--- src/sv/iirdf2_ram.sv ---
// ----------------------------------------------------------------------------
// Generic synchronous RAM
// One write port and one read port; read data is registered.
// ----------------------------------------------------------------------------
module iirdf2_ram #(
   parameter int  WIDTH  = 32,
   parameter int  DEPTH  = 64,
   localparam int ADDR_W = (DEPTH > 1) ? $clog2(DEPTH) : 1
) (
   input  logic              clock,
   input  logic              we,
   input  logic [ADDR_W-1:0] waddr,
   input  logic [WIDTH-1:0]  wdata,
   input  logic [ADDR_W-1:0] raddr,
   output logic [WIDTH-1:0]  rdata
);
   logic [WIDTH-1:0] mem_ff [DEPTH];
   logic [WIDTH-1:0] rdata_ff;

   always_ff @(posedge clock) begin
      if (we) begin
         mem_ff[waddr] <= wdata;
      end
      rdata_ff <= mem_ff[raddr];
   end

   assign rdata = rdata_ff;
endmodule

--- config.mk ---
export PLATFORM = sky130hd
export DESIGN_NAME = iirdf2_ram
export DESIGN_NICKNAME = d
export VERILOG_FILES = /design/src/sv/iirdf2_ram.sv
export SDC_FILE = /design/constraint.sdc
export NUM_CORES = 2
export LEC_CHECK = 0
export BUFFER_PORTS_ARGS = -buffer_cell sky130_fd_sc_hd__buf_4
export CORE_MARGIN = 3
export CORE_UTILIZATION = 40
export CTS_BUF_LIST = sky130_fd_sc_hd__clkbuf_16
export DETAILED_ROUTE_END_ITERATION = 10
export PLACE_DENSITY_LB_ADDON = 0.08
export SLEW_MARGIN = 0
export SYNTH_ARGS = -nofsm -noshare
export SYNTH_HDL_FRONTEND = slang
export SYNTH_SLANG_ARGS = --single-unit
export TNS_END_PERCENT = 50
--- constraint.sdc ---
create_clock -name clock -period 4.6 [get_ports clock]
set_input_delay 0.92 -clock clock [delete_from_list [all_inputs] [get_ports clock]]
set_output_delay 0.92 -clock clock [all_outputs]
set_load 0.005 [all_outputs]
# Yosys cells after proc, flatten, opt, wreduce, memory -nomap -nowiden
# Memory sizes are Yosys's and may differ from the RTL's. A register that Yosys moved wholly into a read port is not among the register bits.
# Cells that the tools add are included.
[word_totals] regBits=0 latchBits=0 ramBits=2048 mem_bits_ro=0 input_bits=46 out_inout_bits=32 mem_count=1
[op_classes] addsub=0 n_mul=0 n_div=0 magnitude_cmp=0 eq_ne=0 shift=0 muxes=2 bitwise=0 n_reduce_logical=0
[memory_table] name="mem_ff" words=64 word_bits=32 rd=1 rd_clocked_by_memory_dff=1 wr=1 line="17" rtl="logic [WIDTH-1:0] mem_ff [DEPTH];"
[op_table] operator="1-bit 2-to-1 mux" count=2

# Longest topological paths before layout
[depth] word_depth=2 ltp_mapped=10 depth_no_buf=5

# Worst setup path before layout
# Ideal clock, no wire load.
[synth_path] kind="input port to flip-flop" from="input waddr[3]" to="memory mem_ff[48][0] (enable)" arrival_time_ps=3619 required_ps=4139 setup_slack_ps=520 cell_stages=4 n_path_buf=1 path_cell_list="clkbuf_1 nor2b_1 nand4b_1 nor3_1"
[synth_rtl] item="start, declared" line="12" rtl="input logic [ADDR_W-1:0] waddr,"
[synth_rtl] item="end, declared" line="17"
# Straight into the memory's write port.

==> results.py <==
metrics = {
    "pwr": {
        "leakagePower_nw": 28.27,
        "max-vdd-ir-drop_mv": 0.3824,
        "p_total_w": 0.03956,
        "cellPowerDensity_mw_per_mm2": 437.5,
    },
    "floorplanning": {
        "fp-row-count": 161,
        "die_w_um": 449.0,
        "die_height_um": 449.0,
        "fp.coreArea_mm2": 0.1938,
        "boundaryPins": 78,
        "floorplan.die_area_mm2": 0.2016,
        "initial_utilization": 0.4052,
    },
    "synth": {
        "dominant_combinational_cell_family_by_area_after_synthesis": "multiplexers",
        "muxShareOfSynthArea": 0.1679,
        "post-synth-top-area-cell": "sky130_fd_sc_hd__edfxtp_1",
        "synth-simple-area-share": 0.01265,
        "yosysWarnings": 0,
        "synthesis.instances": 3324,
        "ys_ff_latch": 2080,
        "synth-edff-count": 2048,
        "synthArstFlopShare": 0,
        "dominant_cell_by_count_in_the_synthesized_netlist": "sky130_fd_sc_hd__edfxtp_1",
        "synth_top_cells_by_count": "sky130_fd_sc_hd__edfxtp_1, sky130_fd_sc_hd__mux4_2, sky130_fd_sc_hd__nor2_1",
        "net_count_after_synthesis": 3370,
        "postSynthAreaPerCell_um2": 23.62,
        "summed_instance_area_of_the_synthesized_netlist_mm2": 0.07852,
        "synth_xor_xnor_area_share": 0,
        "complex_gate_fraction_of_the_synthesized_area": 0.01673,
        "synth_seq_area_share": 0.7914,
        "synth_largest_type_area_fraction": 0.7833,
        "netlist-cell-type-count": 34,
        "synth_fa_ha_area_frac": 0,
        "synth_top_cells_by_area": "sky130_fd_sc_hd__edfxtp_1, sky130_fd_sc_hd__mux4_2, sky130_fd_sc_hd__mux2i_1",
        "synth_top_flop_cell": "sky130_fd_sc_hd__edfxtp_1",
    },
    "hold_path": {
        "timing.hold.worst_path_depth": 1,
        "hold_path.startpoint": "wdata[25]",
        "timing.hold.worst.class": "in2reg",
    },
    "timing": {
        "slew_headroom": 0.2676,
        "worst_pin_slew_ns": 1.095,
        "clock.fmax_ghz": 0.3178,
        "setup_slack_ns": 1.454,
        "timing.final.hold_violations": 0,
        "drv_slew": 0,
        "grt_setup_unrepaired": "no",
        "finalWorstPathRequiredPeriod_ns": 3.146,
        "setup_viol_count_final": 0,
        "final_min_period_over_clock_period": 0.6840,
        "clock-skew-final_ns": 0.04594,
        "setup_tns_ns": 0,
    },
    "cts": {
        "h-tree-depth": 4,
        "worst_skew_pair.late_latency_ns": 0.85,
        "post_cts_buffers": 0,
        "cts-root-to-sink-buffers": 3,
        "root_buffer": "sky130_fd_sc_hd__clkbuf_16",
        "clock_sinks": 2080,
        "clock_slew_at_the_register_clock_pins_of_the_worst_setup_and_hold_paths_ns": 0.06,
        "tritoncts": "yes",
        "cts_hold_buffers": 0,
        "tritoncts.num_buffers": 212,
        "cts_resized": 0,
    },
    "detailed_routing": {
        "wirelength_um": 223200,
        "route.detailed.vias_per_inst": 5.817,
        "num_vias": 37290,
        "drc": 0,
        "detailedRoute.firstPassIterationCount": 5,
        "ant_nets": 0,
        "detailed_route_wire_length_per_cell_um": 34.82,
        "drt-initial-drc-count": 4203,
    },
    "setup_path": {
        "regToRegStartpoint": "mem_ff[47][9]$_DFFE_PP_",
        "timing.critical_path.required_ns": 5.26,
        "crit_path_end_kind": "flip-flop",
        "worstSetupPathType": "in2reg",
        "crit_start": "raddr[0]",
        "crit_fanout": 37,
        "timing.critical_path.from_type": "input port",
        "reg2reg_depth": 5,
        "ff2ff_setup_slack_ns": 2.20,
        "arrival_ns": 3.80,
    },
    "outcome": {
        "run_status": "complete, no violations",
    },
    "final_layout": {
        "num-fill-cells": 15910,
        "finish.cell_count_without_fillers": 6411,
        "layout-drive-gt1-share": 0.3064,
        "nNetsFinal": 3658,
        "area_growth_pct": 15.16,
        "final_design_area_no_fill_mm2": 0.09042,
    },
    "placed_design": {
        "detailed_place_hpwl_um": 123800,
        "place_worst_setup_slack_ns": 0.4659,
        "dpl-instance-area_mm2": 0.08371,
        "placed_cells": 6006,
        "numPortBuffers": 77,
        "gp_congestion": 0.8068,
    },
    "global_routing": {
        "grt_pass1_vias": 38310,
        "antenna_found_initial": 15,
        "globalRoute.totalOverflow": 0,
        "grt_pass1_wl_um": 310000,
        "grt_max_degree": 66,
        "grt_util_all_layers": 0.2210,
    },
    "flow_run": {
        "max_cap_viol_count": 0,
    },
}
## where the power goes
part           internal [W]  switching, W  total, W
combinational      0.000763       0.00126   0.00202
clock               0.00927       0.00719    0.0165
sequential           0.0210     0.0000822    0.0211
total                0.0310       0.00854    0.0396
## logic make-up after synthesis
| logic type | after synthesis |
|---|---|
| AOI/OAI and AO/OA | 202 |
| DFF | 2080 |
| and+or+nand+nor | 223 |
| muxes | 637 |
| buffers and inverters | 182 |
## final cells by class
class | count | area, um^2 | area share
multi-input cells | 1062 | 15970 | 0.1766
well taps | 2608 | 3263 | 0.03609
diodes | 7 | 17.52 | 0.0001937
flip-flops and latches | 2080 | 62140 | 0.6873
clock buffers | 214 | 5355 | 0.05923
repair buffers | 256 | 2336 | 0.02584
clock inverters | 184 | 1334 | 0.01475
## state kept, by name, summed over array words and instances (netlist names)
signal	count
mem_ff	2048
rdata	32
## final timing paths
check	end
worst max-delay path	rdata[9]$_DFF_P_
worst min-delay path	mem_ff[51][25]$_DFFE_PP_
worst max register to register	rdata[9]$_DFF_P_
worst min register to register	rdata[17]$_DFF_P_
## critical path: stages
cell                      delay, ns
sky130_fd_sc_hd__buf_8         0.31
sky130_fd_sc_hd__buf_12        0.33
sky130_fd_sc_hd__buf_4         0.29
sky130_fd_sc_hd__mux4_2        0.51
sky130_fd_sc_hd__mux2i_1       0.38
sky130_fd_sc_hd__a21oi_1       0.13
sky130_fd_sc_hd__a21oi_1       0.78
sky130_fd_sc_hd__nor2_1        0.09
## stage by stage
step / utilization / hold WS [ns]
detailed placement: 0.4320 / 0.7883
finish: 0.4666 / 0.6275
floorplan: - / 0.6632
global route: 0.4665 / 0.6180
CTS: 0.4665 / 0.5798
global placement: 0.4319 / 0.7886
## per-layer routing
layer / track usage / up-vias / share of wire / wire length (um)
met5: 0 / - / 0 / 0
met4: 0.06018 / 0 / 0.025 / 5560
met3: 0.03212 / 285 / 0.057 / 12650
met2: 0.3636 / 1331 / 0.50 / 110600
met1: 0.3102 / 20790 / 0.42 / 94360
li1: - / 14880 / - / -
## cells in the final DEF (no fill, tap or decap), drive strengths merged, types with 2 or more instances in the layout
master | Yosys | layout
nor2b | 15 | 15
nand2 | 26 | 26
and3 | 4 | 4
bufinv | 0 | 15
or2 | 3 | 3
buf | 108 | 256
and2 | 2 | 2
inv | 0 | 58
nor3 | 7 | 7
a21oi | 62 | 62
nand4 | 2 | 2
o221ai | 27 | 27
clkinvlp | 0 | 3
o22ai | 84 | 84
o32ai | 4 | 4
a22oi | 12 | 12
edfxtp | 2048 | 2048
mux2i | 93 | 93
or3b | 5 | 5
nand2b | 8 | 8
diode | 0 | 7
or3 | 3 | 3
nor2 | 137 | 137
dfxtp | 32 | 32
a41o | 4 | 4
nand3 | 5 | 5
clkbuf | 74 | 214
a311oi | 8 | 8
mux4 | 544 | 544
clkinv | 0 | 108
nand3b | 5 | 5
(Power assumes the default switching activity.)
