$ cat src/sv/iirdf2_pkg.sv
// ----------------------------------------------------------------------------
// Direct-form-II IIR filter package
// Shared field widths, request and response layouts, codes and control
// structures of the filter.
// ----------------------------------------------------------------------------
package iirdf2_pkg;

   // Default maximum pole and zero counts; they size the coefficient stores.
   localparam int DEF_MAX_POLES = 64;
   localparam int DEF_MAX_ZEROS = 64;

   // Fixed field widths.
   localparam int SAMPLE_W    = 24;
   localparam int COEF_W      = 32;
   localparam int STATE_W     = 40;
   localparam int FRAC_W      = 24;
   localparam int COUNT_W     = 7;
   localparam int CSR_INDEX_W = 8;

   // Request function codes.
   localparam logic FUNC_FILTER = 1'b0;
   localparam logic FUNC_LOAD   = 1'b1;

   // Register indexes.
   localparam logic [CSR_INDEX_W-1:0] CSR_ZERO_COUNT = 8'd0;
   localparam logic [CSR_INDEX_W-1:0] CSR_POLE_COUNT = 8'd1;

   typedef struct packed {
      logic                       func;
      logic signed [SAMPLE_W-1:0] sample_in;
      logic                       coef_is_pole;
      logic [6:0]                 coef_index;
      logic signed [COEF_W-1:0]   coef_value;
   } req_payload_type;

   typedef struct packed {
      logic signed [SAMPLE_W-1:0] sample_out;
   } rsp_payload_type;

   typedef struct packed {
      logic [CSR_INDEX_W-1:0] index;
      logic [COUNT_W-1:0]     data;
   } csr_payload_type;

   typedef enum logic [2:0] {
      SEQ_IDLE,
      SEQ_POLE,
      SEQ_POLE_DRAIN,
      SEQ_ZERO,
      SEQ_ZERO_DRAIN
   } seq_state_type;

   // One multiply-accumulate step as it travels down the pipeline.
   typedef struct packed {
      logic valid;
      logic neg;
      logic is_pole;
      logic use_w;
   } tap_type;

   typedef struct packed {
      tap_type                    tap;
      logic                       acc_load;
      logic signed [SAMPLE_W-1:0] acc_base;
      logic                       capture_w;
   } mac_ctrl_type;

   typedef struct packed {
      logic idle;
      logic finish;
      logic dl_we;
   } seq_status_type;

endpackage

$ cat src/sv/iirdf2_seq.sv
// ----------------------------------------------------------------------------
// Filter sequencer
// Walks the pole and zero taps, generates store addresses and keeps the
// circular write position of the delay line.
// ----------------------------------------------------------------------------
module iirdf2_seq #(
   parameter int  MAX_POLES = 64,
   parameter int  MAX_ZEROS = 64,
   localparam int DLINE     = (MAX_ZEROS > MAX_POLES) ? MAX_ZEROS : MAX_POLES,
   localparam int AAW       = (MAX_POLES > 1) ? $clog2(MAX_POLES) : 1,
   localparam int BAW       = $clog2(MAX_ZEROS + 1),
   localparam int DAW       = (DLINE > 1) ? $clog2(DLINE) : 1
) (
   input  logic                                   clock,
   input  logic                                   reset,
   input  logic                                   start,
   input  logic signed [iirdf2_pkg::SAMPLE_W-1:0] sample_in,
   input  logic                                   cfg_clear,
   input  logic [iirdf2_pkg::COUNT_W-1:0]         zero_count,
   input  logic [iirdf2_pkg::COUNT_W-1:0]         pole_count,
   input  logic                                   busy,
   input  logic                                   out_free,
   output logic [AAW-1:0]                         a_raddr,
   output logic [BAW-1:0]                         b_raddr,
   output logic [DAW-1:0]                         d_raddr,
   output logic [DAW-1:0]                         d_waddr,
   output iirdf2_pkg::mac_ctrl_type               mac_ctrl,
   output iirdf2_pkg::seq_status_type             status
);
   import iirdf2_pkg::*;

   localparam int NB_W  = $clog2(MAX_ZEROS + 2);
   localparam int NA_W  = $clog2(MAX_POLES + 1);
   localparam int CNT_W = (NB_W > NA_W) ? NB_W : NA_W;

   seq_state_type    state_ff, state_in;
   logic [CNT_W-1:0] cnt_ff, cnt_in;
   logic [DAW-1:0]   pos_ff, pos_in;
   logic [DAW-1:0]   wp_ff, wp_in;

   logic [CNT_W-1:0] nb, na, nb_less, len;
   logic [DAW-1:0]   last_pos, wp_eff, start_pos, pos_dec, wp_next;
   logic             pole_issue, zero_issue, pole_done, zero_done;

   // Effective counts and delay line length.
   always_comb begin
      if (zero_count == '0) begin
         nb = CNT_W'(1);
      end else if (32'(zero_count) > MAX_ZEROS + 1) begin
         nb = CNT_W'(MAX_ZEROS + 1);
      end else begin
         nb = CNT_W'(zero_count);
      end
      if (32'(pole_count) > MAX_POLES) begin
         na = CNT_W'(MAX_POLES);
      end else begin
         na = CNT_W'(pole_count);
      end
      nb_less   = nb - CNT_W'(1);
      len       = (nb_less > na) ? nb_less : na;
      last_pos  = DAW'(len - CNT_W'(1));
      wp_eff    = (CNT_W'(wp_ff) >= len) ? '0 : wp_ff;
      start_pos = (wp_eff == '0) ? last_pos : (wp_eff - DAW'(1));
      pos_dec   = (pos_ff == '0) ? last_pos : (pos_ff - DAW'(1));
      wp_next   = (wp_eff == last_pos) ? '0 : (wp_eff + DAW'(1));
      pole_issue = (state_ff == SEQ_POLE) && (cnt_ff != na);
      zero_issue = (state_ff == SEQ_ZERO) && (cnt_ff != nb);
      pole_done  = (state_ff == SEQ_POLE_DRAIN) && !busy;
      zero_done  = (state_ff == SEQ_ZERO_DRAIN) && !busy && out_free;
   end

   // Next state.
   always_comb begin
      state_in = state_ff;
      case (state_ff)
         SEQ_IDLE: begin
            if (start) begin
               state_in = SEQ_POLE;
            end
         end
         SEQ_POLE: begin
            if (cnt_ff == na) begin
               state_in = SEQ_POLE_DRAIN;
            end
         end
         SEQ_POLE_DRAIN: begin
            if (!busy) begin
               state_in = SEQ_ZERO;
            end
         end
         SEQ_ZERO: begin
            if (cnt_ff == nb) begin
               state_in = SEQ_ZERO_DRAIN;
            end
         end
         SEQ_ZERO_DRAIN: begin
            if (zero_done) begin
               state_in = SEQ_IDLE;
            end
         end
         default: begin
            state_in = SEQ_IDLE;
         end
      endcase
   end

   // Counters and write position.
   always_comb begin
      cnt_in = cnt_ff;
      pos_in = pos_ff;
      wp_in  = wp_ff;
      if (start && state_ff == SEQ_IDLE) begin
         cnt_in = '0;
         pos_in = start_pos;
      end else if (pole_issue) begin
         cnt_in = cnt_ff + CNT_W'(1);
         pos_in = pos_dec;
      end else if (pole_done) begin
         cnt_in = '0;
         pos_in = start_pos;
      end else if (zero_issue) begin
         cnt_in = cnt_ff + CNT_W'(1);
         if (cnt_ff != '0) begin
            pos_in = pos_dec;
         end
      end
      if (cfg_clear) begin
         wp_in = '0;
      end else if (zero_done && len != '0) begin
         wp_in = wp_next;
      end
   end

   // Outputs.
   always_comb begin
      a_raddr             = AAW'(cnt_ff);
      b_raddr             = BAW'(cnt_ff);
      d_raddr             = pos_ff;
      d_waddr             = wp_eff;
      mac_ctrl.tap.valid   = pole_issue || zero_issue;
      mac_ctrl.tap.neg     = (state_ff == SEQ_POLE);
      mac_ctrl.tap.is_pole = (state_ff == SEQ_POLE);
      mac_ctrl.tap.use_w   = (state_ff == SEQ_ZERO) && (cnt_ff == '0);
      mac_ctrl.acc_load    = (start && state_ff == SEQ_IDLE) || pole_done;
      mac_ctrl.acc_base    = (state_ff == SEQ_IDLE) ? sample_in : '0;
      mac_ctrl.capture_w   = pole_done;
      status.idle          = (state_ff == SEQ_IDLE);
      status.finish        = zero_done;
      status.dl_we         = zero_done && (len != '0);
   end

   always_ff @(posedge clock) begin
      if (reset) begin
         state_ff <= SEQ_IDLE;
         cnt_ff   <= '0;
         pos_ff   <= '0;
         wp_ff    <= '0;
      end else begin
         state_ff <= state_in;
         cnt_ff   <= cnt_in;
         pos_ff   <= pos_in;
         wp_ff    <= wp_in;
      end
   end
endmodule

$ cat config.mk
export PLATFORM = sky130hd
export DESIGN_NAME = iirdf2_seq
export DESIGN_NICKNAME = d
export VERILOG_FILES = /design/src/sv/iirdf2_pkg.sv /design/src/sv/iirdf2_seq.sv
export SDC_FILE = /design/constraint.sdc
export NUM_CORES = 1
export LEC_CHECK = 0
export BUFFER_PORTS_ARGS = -buffer_cell sky130_fd_sc_hd__buf_2
export CAP_MARGIN = 20
export CORE_MARGIN = 5
export CORE_UTILIZATION = 56
export DETAILED_ROUTE_END_ITERATION = 16
export PLACE_DENSITY_LB_ADDON = 0.3
export SLEW_MARGIN = 20
export SYNTH_ARGS = -nofsm -noshare
export SYNTH_HDL_FRONTEND = slang
export SYNTH_SLANG_ARGS = --single-unit
$ cat constraint.sdc
create_clock -name clock -period 14.13 [get_ports clock]
set_input_delay 0.7065 -clock clock [delete_from_list [all_inputs] [get_ports clock]]
set_output_delay 0.7065 -clock clock [all_outputs]
set_load 0.01 [all_outputs]
# ---- After elaboration in Yosys (flattened, before gate mapping)
# Cells that the tools add are included.
dict set report word_totals {
  ff_bits 22
  in_bits 44
  out_inout_bits 58
  elab_cells 76
}
dict set report op_classes {
  n_addsub 6
  n_lt_le_gt_ge 4
  n_eq_ne 14
  mux 23
  reduce_logical 25
}
# operator count
set ops {}
lappend ops {{6-bit two-way mux} 9}
lappend ops {{7-bit two-way mux} 7}
lappend ops {{24-bit two-way mux} 1}
lappend ops {{6-bit by 1-bit subtractor with 6-bit output, second input constant} 3}
lappend ops {{3-bit two-way mux} 5}
lappend ops {{3-bit one-hot mux with 5 select lines} 1}
lappend ops {{7-bit equality test} 2}
lappend ops {{7-bit > comparator, second input constant} 2}
lappend ops {{7-bit logical NOT} 2}
lappend ops {{7-bit != test} 2}
lappend ops {{7-bit nonzero test} 2}
lappend ops {{6-bit logical NOT} 2}
lappend ops {{1-bit logical AND} 8}
lappend ops {{4-bit nonzero test} 2}
lappend ops {{7-bit by 1-bit adder with 7-bit output, second input constant} 1}
lappend ops {{6-bit by 7-bit >= comparator with 1-bit output} 1}
lappend ops {{7-bit > comparator} 1}
lappend ops {{7-bit by 1-bit subtractor with 7-bit output, second input constant} 1}
lappend ops {{6-bit by 1-bit adder with 6-bit output, second input constant} 1}
lappend ops {{3-bit by 2-bit equality test with 1-bit output, second input constant} 2}
lappend ops {{6-bit equality test} 1}
lappend ops {{2-bit != test, second input constant} 3}
lappend ops {{5-bit AND reduction} 1}
lappend ops {{2-bit by 1-bit != test with 1-bit output, second input constant} 2}
lappend ops {{other kinds (8)} 10}

# ---- Longest topological paths before layout
# Gate-level depths: netlist (run 1).
dict set report logic_depth {
  ltp_word 13
  mapped_depth 26
  depth_no_buf 24
}

# ---- Worst setup path after synthesis (run 1)
# No wires, ideal clock.
dict set report synth_path {
  path_kind {input port to flip-flop}
  start {input zero_count[1] (netlist bit)}
  end {register wp_ff[5]}
  setup_ns 0.120
  arrival_time_ns 5.041
  t_required_ns 14.010
  slack_ns 8.969
  path_stages 20
  n_path_buf 1
  path_cell_list {buf_6 > or4_4 > mux2_4 > nand2_1 > ha_1 > nand4_1 > or2_2 > o21ai_4 > mux2_2 > inv_1 > ha_1 > a21o_1 > a21oi_1 > o21ai_0 > a31oi_2 > xnor3_1 > nor4_4 > nand4b_4 > a31oi_2 > o31ai_2}
}
dict set report synth_between {
  elab_chain_len 10
  elab_cells_between_ends 15
  classes_between {3 x add/sub; 3 x order compare; 1 x eq/ne; 5 x mux; 3 x reduce/logical}
}
# element line_no
set synth_rtl {}
lappend synth_rtl {{start, declared} iirdf2_seq.sv:19} ;# input logic [iirdf2_pkg::COUNT_W-1:0] zero_count,
lappend synth_rtl {{7-bit > comparator} iirdf2_seq.sv:49} ;# end else if (32'(zero_count) > MAX_ZEROS + 1) begin
lappend synth_rtl {{7-bit two-way mux} iirdf2_seq.sv:49}
lappend synth_rtl {{7-bit two-way mux (*)} iirdf2_seq.sv:47} ;# if (zero_count == '0) begin
lappend synth_rtl {{7-bit by 1-bit subtractor with 7-bit output (*)} iirdf2_seq.sv:59} ;# nb_less = nb - CNT_W'(1);
lappend synth_rtl {{7-bit > comparator} iirdf2_seq.sv:60} ;# len = (nb_less > na) ? nb_less : na;
lappend synth_rtl {{7-bit two-way mux (*)} iirdf2_seq.sv:60}
lappend synth_rtl {{6-bit by 7-bit >= comparator with 1-bit output (*)} iirdf2_seq.sv:62} ;# wp_eff = (CNT_W'(wp_ff) >= len) ? '0 : wp_ff;
lappend synth_rtl {{6-bit two-way mux (*)} iirdf2_seq.sv:62}
lappend synth_rtl {{named net d_waddr[2]} iirdf2_seq.sv:26} ;# output logic [DAW-1:0] d_waddr,
lappend synth_rtl {{6-bit by 1-bit adder with 6-bit output / 6-bit equality test (equally long branches)} iirdf2_seq.sv:65} ;# wp_next = (wp_eff == last_pos) ? '0 : (wp_eff + DAW'(1));
lappend synth_rtl {{6-bit two-way mux (*)} iirdf2_seq.sv:65}
lappend synth_rtl {{end signal, assigned} iirdf2_seq.sv:162} ;# wp_ff <= wp_in;
lappend synth_rtl {{end, declared} iirdf2_seq.sv:39} ;# logic [DAW-1:0] wp_ff, wp_in;
# The timed path passes the listed nets; every way through them passes the cells marked *.
# A chain may end at the register's enable or synchronous reset.

# ---- Worst setup path after layout (run 1)
dict set report layout_path {
  start {input zero_count[1] (netlist bit)}
  end {output d_waddr[0]}
}
dict set report layout_between {
  elab_chain_len 8
  elab_cells_between_ends 9
  classes_between {1 x add/sub; 3 x order compare; 4 x mux; 1 x reduce/logical}
}
# element line_no
set layout_rtl {}
lappend layout_rtl {{7-bit > comparator} iirdf2_seq.sv:49}
lappend layout_rtl {{7-bit two-way mux} iirdf2_seq.sv:49}
lappend layout_rtl {{7-bit two-way mux (*)} iirdf2_seq.sv:47}
lappend layout_rtl {{7-bit by 1-bit subtractor with 7-bit output (*)} iirdf2_seq.sv:59}
lappend layout_rtl {{7-bit > comparator} iirdf2_seq.sv:60}
lappend layout_rtl {{7-bit two-way mux (*)} iirdf2_seq.sv:60}
lappend layout_rtl {{6-bit by 7-bit >= comparator with 1-bit output (*)} iirdf2_seq.sv:62}
lappend layout_rtl {{6-bit two-way mux (*)} iirdf2_seq.sv:62}
lappend layout_rtl {{end, declared} iirdf2_seq.sv:26}
# Mark *: on every way between the ends. The rest lies on a longest branch, timed or not.

==> metrics.yaml, run 1 <==
run_status:
  status: "finished, final reports clean"
sta:
  final_hold_viol_count: 0
  fmax_mhz: 170
  fin_tns_setup_ns: 0
  setup_viol: 0
  tightest_slew_ns: 0.921
  setup_ws_ns: 8.25
  maxSlewViolCount: 0
  finalCritPeriodShare_pct: 41.6
  fin_skew_ns: 0.0103
  rsz0062_at_grt: "no"
  min_period_ns: 5.88
  slew_headroom_pct: 38.6
clocking:
  post_cts_buffers: 0
  path_clk_slew_ns: 0.09
  cts_buffer_depth: 2
  clock_latency_ns: 0.27
  htreeDepth: 1
  cts-buffers-inserted: 3
  holdBufCountCts: 0
  clock_sinks: 22
  ctsResizeCount: 0
  cts_root_buf: "clkbuf_8"
  cts_tree: "yes"
route:
  drtIter0Drc: 154
  drc: 0
  vias: 3187
  avgRoutedWirePerCell_um: 15.5
  routed_wl_mm: 8.62
  drt.antenna.violating_nets: 0
  dr.pass1.iters: 4
  via_per_inst: 5.74
min_path:
  hp-class: "reg2reg"
  worstHoldStart: "wp_ff[0]"
cells_and_area:
  drive_gt1_share_pct: 29.6
  stdcell_area_um2: 3540
  nFillCells: 528
  syn2layout_area_growth_pct: 14.7
  nets: 550
  n_antenna_cell: 0
  stdcell_count: 555
floorplanning:
  fp.dieH_um: 84.3
  fp.dieW_um: 84.3
  fp.dieArea_um2: 7100
  rows: 27
  start_util_pct: 56.8
  core_area_um2: 5440
  io_pins: 102
power:
  power.density_nw_per_um2: 94.8
  vdd_drop_max_v: 0.0000887
  p_total_uw: 336
  p_leak_nw: 1.63
place:
  dp_hpwl_mm: 6.91
  portBuffers: 101
  placement.cell_area_um2: 3490
  dp_cells: 551
  routabilityCongestion: 0.911
  place_ws_ns: 8.13
global_route:
  grt_usage_pct: 24.0
  grt_first_pass_wirelength_mm: 14.4
  grt_max_degree: 27
  grt_overflow: 0
  antenna_found_initial: 0
  first_global_vias: 3077
synth:
  synthCells: 403
  ys_ff_latch: 22
  netlist_area_um2: 3090
  synth_nets: 469
  syn_area_per_cell_um2: 7.67
  synth_cell_types: 75
  synthArstFlopShare_pct: 0
  ys_seq_area_share_pct: 14.3
  ys.flop_type: "dfxtp_1"
  synth-warning-count: 0
  synth-edff-count: 0
setup_path:
  crit_start: "zero_count[1]"
  cp.arrival_ns: 5.18
  crit_fanout: 17
  endpoint_kind: "output port"
  start_kind: "input port"
  critPathKind: "in2out"
  required_ns: 13.42
  r2r-start: "wp_ff[0]"
  rrSetupSlack_ns: 10.87
job:
  cap_violations: 0
worst paths after layout:
kind                endpoint  cells past startpoint
setup / recovery  d_waddr[0]                     17
hold / removal      wp_ff[0]                      2
setup reg to reg  d_raddr[5]                     14
hold reg to reg     wp_ff[0]                      2
power by group:
group / internal (mW) / switching [mW] / total [mW]
combinational: 0.0881 / 0.118 / 0.206
clock: 0.0249 / 0.0220 / 0.0469
sequential: 0.0705 / 0.0131 / 0.0836
total: 0.183 / 0.153 / 0.336
routing by layer:
layer	wire length (um)	global-route usage, %	part of all wire, %	up-vias
met5	0	0	0	-
met4	146	7.31	1.7	0
met3	492	3.43	5.7	14
met2	4260	41.3	49	89
met1	3730	31.0	43	1484
li1	-	-	-	1600
cell families after synthesis:
family                     share of synthesized area, %
DFF                                                14.3
muxes                                              5.02
buffers and inverters                              9.72
xor gates and xnor gates                           7.25
and+or+nand+nor                                    32.0
AOI/OAI and AO/OA                                  22.9
adders and majority gates                          8.91
cell type report:
type,count,area (um2),area share (%)
timing repair buffer,102,513,14.5
inverter,26,97.6,2.75
multi-input combinational,329,2350,66.3
tap,72,90.1,2.54
sequential,22,440,12.4
clock buffer,4,55.1,1.55
layout by cell type (no fill, tap or decap), drive strengths merged, types with 4 or more instances in the layout:
master  count
buf       102
nand2      31
nor2       28
and2       27
nor3       26
inv        25
o21ai      25
ha         22
dfxtp      22
a21oi      22
nand3      21
xnor2      17
mux2i       9
nor2b       8
nand2b      6
xor2        6
nand3b      5
and3        5
o211ai      5
o31ai       5
a31oi       5
or3         4
clkbuf      4
mux2        4
through the flow:
stage	utilization [%]	hold slack (ns)
finish	65.2	0.559
global placement	64.2	0.540
floorplan	-	0.495
global route	65.2	0.582
CTS	65.2	0.554
detailed placement	64.2	0.542
Yosys cell counts, types with 6 or more instances:
| library cell | instances | area [um2] |
|---|---|---|
| dfxtp_1 | 22 | 440 |
| mux2i_1 | 7 | 70.1 |
| nor2_1 | 28 | 105 |
| nor2b_1 | 8 | 50.1 |
| o21ai_0 | 15 | 75.1 |
| xnor2_1 | 17 | 149 |
| inv_1 | 23 | 86.3 |
| buf_4 | 10 | 75.1 |
| a21oi_1 | 19 | 95.1 |
| nand3_1 | 21 | 105 |
| nand2_1 | 31 | 116 |
| and2_1 | 27 | 169 |
| ha_1 | 22 | 275 |
| xor2_1 | 6 | 52.6 |
| clkbuf_1 | 8 | 30.0 |
| nand2b_1 | 6 | 37.5 |
| nor3_1 | 21 | 105 |
worst max-delay path, cell delays in order:
cell and delay [ns]:
buf_2 0.16, or4_4 0.54, mux2_4 0.31, nand2_1 0.13, ha_1 0.26, a21oi_1 0.18, o21ai_2 0.10, o21ai_4 0.47
mux2_2 0.46, ha_1 0.28, nand2b_1 0.09, a31oi_1 0.08, o21ai_0 0.40, nand3_1 0.43, nand2_1 0.32, inv_1 0.10
buf_2 0.15
registers in the layout, indices dropped and copies added, names as in the netlist:
register and flops:
b_raddr 7, d_raddr 6, state_ff 3, wp_ff 6
(Power assumes the default switching activity.)
==> run 2: changes to the inputs <==
Settings changed: CORE_UTILIZATION 56 to 47.
Clock period 14.13 ns to 5.2 ns, I/O delays scaled along.
==> metrics.yaml, run 2 (synthesis results as in run 1) <==
run_status:
  status: "finished, final reports clean"
cells_and_area:
  nets: 558
  stdcell_count: 568
  layout_common_cells: "buf_2 (101), nand2_1 (31), nor2_1 (28)"
  n_antenna_cell: 0
  drive_gt1_share_pct: 30.8
  syn2layout_area_growth_pct: 17.4
  largest_reg_flops: 7
  final_common_cell: "buf_2"
power:
  p_leak_nw: 1.67
  pwr-share-seq_pct: 23.8
  pwr-share-comb_pct: 58.9
  swShare_pct: 43.4
  p_int_uw: 540
  power.density_nw_per_um2: 263
  vdd_drop_max_v: 0.000208
  clock_power_share_pct: 17.3
  p_switching_uw: 415
place:
  dp_cells: 564
  portBuffers: 101
  dp_hpwl_mm: 7.12
  routabilityCongestion: 0.938
route:
  vias: 3222
  dr.pass1.iters: 5
  avgRoutedWirePerCell_um: 15.6
  drt.antenna.violating_nets: 0
  via_per_inst: 5.67
  drc: 0
  drtIter0Drc: 175
  routed_wl_mm: 8.85
sta:
  finalCritPeriodShare_pct: 91.6
  fmax_mhz: 210
  fin_skew_ns: 0.00555
  final_hold_viol_count: 0
  tightest_slew_ns: 0.912
  rsz0062_at_grt: "no"
  setup_viol: 0
  maxSlewViolCount: 0
  min_period_ns: 4.77
  fin_tns_setup_ns: 0
  slew_headroom_pct: 39.2
setup_path:
  crit_fanout: 14
  start_kind: "input port"
  worstReg2RegEnd: "d_raddr[5]"
  endpoint_kind: "register"
  crit_start: "zero_count[3]"
  critPathKind: "in2reg"
  required_ns: 5.38
  rrSetupSlack_ns: 2.39
  reg2regPathDepth: 12
  crit_end: "d_raddr[5]"
  r2r-start: "wp_ff[3]"
  cp.arrival_ns: 4.94
floorplanning:
  fp.dieW_um: 91.1
  fp.dieH_um: 91.1
  io_pins: 102
  core_area_um2: 6390
  start_util_pct: 48.4
  rows: 29
  fp.dieArea_um2: 8290
min_path:
  hp-class: "in2reg"
  worstHoldStart: "cfg_clear"
  min_path_cells: 4
global_route:
  grt_first_pass_wirelength_mm: 14.1
  grt.met1_usage_pct: 24.9
  met2_usage_pct: 34.5
  gr-usage-met3_pct: 3.64
  gr-max-usage-layer: "met2"
  antenna_found_initial: 0
  grt_overflow: 0
  grt_usage_pct: 19.7
  first_global_vias: 2999
  grt_max_degree: 27
clocking:
  htreeDepth: 1
  clock_latency_ns: 0.27
  clock_sinks: 22
  holdBufCountCts: 0
  cts_buffer_depth: 2
  cts_root_buf: "clkbuf_8"
  cts_tree: "yes"
  post_cts_buffers: 0
  path_clk_slew_ns: 0.08
  cts-buffers-inserted: 3
  ctsResizeCount: 0
job:
  cap_violations: 0
[run 2: critical path: stages]
cell	delay, ns
buf_2	0.14
or4_4	0.56
mux2_4	0.32
nand2_1	0.13
ha_1	0.26
a21oi_1	0.18
o21ai_2	0.10
o21ai_4	0.39
mux2_2	0.44
ha_1	0.28
nand2b_1	0.09
a31oi_1	0.08
o21ai_0	0.23
nand3_1	0.15
nand2_1	0.23
ha_1	0.24
o21ai_0	0.10
nand2_1	0.08
a21oi_1	0.06
a31oi_1	0.20
o22ai_1	0.12
a311oi_1	0.28
[run 2: routing by layer]
metal  share of wire (%)  vias up
met5                   0        -
met4                 1.3        0
met3                 5.7       12
met2                  50       94
met1                  43     1507
li1                    -     1609
[run 2: worst min path at each step]
stage / endpoint / slack [ns]
floorplan: wp_ff[3] / 0.46
global placement: state_ff[1] / 0.54
detailed placement: state_ff[1] / 0.54
CTS: wp_ff[5] / 0.29
global route: d_raddr[0] / 0.32
finish: wp_ff[5] / 0.30
[run 2: cell type report]
| class | instances | area (um2) |
|---|---|---|
| clock buffer | 3 | 41.3 |
| inverter | 26 | 97.6 |
| tap | 77 | 96.3 |
| fill | 621 | 2760 |
| multi-input combinational | 329 | 2350 |
| clock inverter | 1 | 30.0 |
| timing repair buffer | 110 | 573 |
| sequential | 22 | 440 |
[run 2: power by group through the flow]
stage | registers, mW | clock network [mW] | logic [mW]
final | 0.227 | 0.165 | 0.562
after global routing | 0.232 | 0.176 | 0.622
after CTS | 0.227 | 0.169 | 0.563
after detailed placement | 0.230 | 0 | 0.561
after global placement | 0.230 | 0 | 0.550
after floorplan | 0.232 | 0 | 0.407
[run 2: per-stage QoR]
stage               instance area, um2  worst slack [ns]  total power [mW]  hold slack [ns]  utilization (%)
detailed placement                3560             0.187             0.792            0.544             55.7
global route                      3630            0.0831              1.03            0.320             56.8
floorplan                         3090             0.485             0.639            0.457                -
finish                            3630             0.435             0.954            0.302             56.8
CTS                               3630             0.436             0.959            0.291             56.8
global placement                  3560             0.283             0.780            0.544             55.7
==> run 3: changes to the inputs <==
Settings changed: MAX_ROUTING_LAYER set to met4, SETUP_SLACK_MARGIN set to 0.15.
==> metrics.yaml, run 3 (synthesis results as in run 1) <==
floorplanning:
  fp.dieW_um: 91.1
  core_area_um2: 6390
  start_util_pct: 48.4
  fp.dieArea_um2: 8290
  fp.dieH_um: 91.1
  io_pins: 102
  rows: 29
setup_path:
  required_ns: 5.36
  r2r-start: "wp_ff[0]"
  crit_end: "wp_ff[5]"
  worstReg2RegEnd: "d_raddr[5]"
  reg2regPathDepth: 14
  rrSetupSlack_ns: 2.39
  start_kind: "input port"
  crit_start: "zero_count[3]"
  crit_fanout: 7
  critPathKind: "in2reg"
  cp.arrival_ns: 4.88
  endpoint_kind: "register"
sta:
  setup_viol: 0
  fin_tns_setup_ns: 0
  rsz0062_at_grt: "no"
  final_hold_viol_count: 0
  holdWs_ns: 0.298
  fmax_mhz: 212
  finalCritPeriodShare_pct: 90.7
  min_period_ns: 4.71
  maxSlewViolCount: 0
  fin_skew_ns: 0.00672
  slew_headroom_pct: 39.1
  tightest_slew_ns: 0.913
global_route:
  antenna_found_initial: 0
  grt_usage_pct: 20.4
  grt_overflow: 0
  grt_max_degree: 27
  grt_first_pass_wirelength_mm: 14.2
  first_global_vias: 2996
cells_and_area:
  nets: 561
  final_common_cell: "buf_2"
  syn2layout_area_growth_pct: 18.5
  largest_reg_flops: 7
  layout_common_cells: "buf_2 (101), nand2_1 (31), nor2_1 (28)"
  n_antenna_cell: 0
  drive_gt1_share_pct: 31.2
route:
  drc: 0
  drt.antenna.violating_nets: 0
  wl_met3_um: 559
  routed.top_layer: "met4"
  drtIter0Drc: 158
  dr.pass1.iters: 4
  avgRoutedWirePerCell_um: 15.7
  m1WireLength_mm: 3.76
  vias: 3249
  routed_wl_mm: 8.98
  wl_met2_mm: 4.51
  via_per_inst: 5.69
min_path:
  worstHoldStart: "cfg_clear"
  hp-class: "in2reg"
clocking:
  holdBufCountCts: 0
  htreeDepth: 1
  cts_buffer_depth: 2
  clock_sinks: 22
  cts_tree: "yes"
  cts_root_buf: "clkbuf_8"
  clock_latency_ns: 0.27
  cts-buffers-inserted: 3
  path_clk_slew_ns: 0.08
power:
  power.density_nw_per_um2: 264
  vdd_drop_max_v: 0.000207
  p_leak_nw: 1.69
run_status:
  status: "finished, final reports clean"
place:
  routabilityCongestion: 0.955
  dp_hpwl_mm: 7.12
  portBuffers: 101
job:
  cap_violations: 0
==> run 3: power by group <==
part / leakage, nW / internal [mW] / total (mW) / switching [mW]
Sequential: 0.179 / 0.192 / 0.227 / 0.0355
Clock: 0.0357 / 0.103 / 0.165 / 0.0618
Combinational: 1.48 / 0.253 / 0.573 / 0.320
Total: 1.69 / 0.548 / 0.965 / 0.417
==> run 3: metrics by stage <==
step / util [%] / power, mW / worst slack [ns] / cell area, um2 / instances
floorplan: - / 0.639 / 0.485 / 3090 / 403
CTS: 56.8 / 0.959 / 0.436 / 3630 / 568
detailed placement: 55.7 / 0.792 / 0.187 / 3560 / 564
global placement: 55.7 / 0.780 / 0.283 / 3560 / 564
global route: 57.3 / 1.04 / 0.216 / 3660 / 571
finish: 57.3 / 0.965 / 0.485 / 3660 / 571
==> run 3: worst min-delay path by stage <==
| stage | endpoint | cells after the start |
|---|---|---|
| finish | wp_ff[5] | 4 |
| global route | d_raddr[0] | 2 |
| CTS | wp_ff[5] | 4 |
| detailed placement | state_ff[1] | 2 |
| global placement | state_ff[1] | 2 |
| floorplan | wp_ff[3] | 3 |
==> run 3: cell type report <==
cell class              count  area (um2)
fillers                   620        2720
clock buffers               3        41.3
repair buffers            113         608
clock inverters             1        30.0
inverters                  26        97.6
well taps                  77        96.3
flip-flops and latches     22         440
multi-input cells         329        2350
==> run 3: critical path: stages <==
cell,delay (ns)
buf_2,0.14
or4_4,0.56
mux2_4,0.32
nand2_1,0.13
ha_1,0.26
a21oi_1,0.19
o21ai_2,0.10
o21ai_4,0.28
buf_4,0.18
mux2_2,0.37
inv_1,0.07
ha_1,0.23
a21o_1,0.15
a21oi_1,0.12
o21ai_0,0.12
buf_4,0.16
a31oi_2,0.20
xnor3_1,0.28
nor4_4,0.27
nand4b_4,0.19
a31oi_2,0.22
o31ai_2,0.07
==> run 3: layer usage <==
layer | track usage [%] | up-vias
li1 | - | 1614
met1 | 25.2 | 1509
met2 | 34.5 | 106
met3 | 3.47 | 20
met4 | 5.01 | 0
met5 | - | -
==> run 3: timing repair <==
item	4_1_cts	5_1_grt
buffers inserted	0	3
hold endpoints to repair	0	0
setup endpoints to repair	0	1
gates resized for setup	0	0
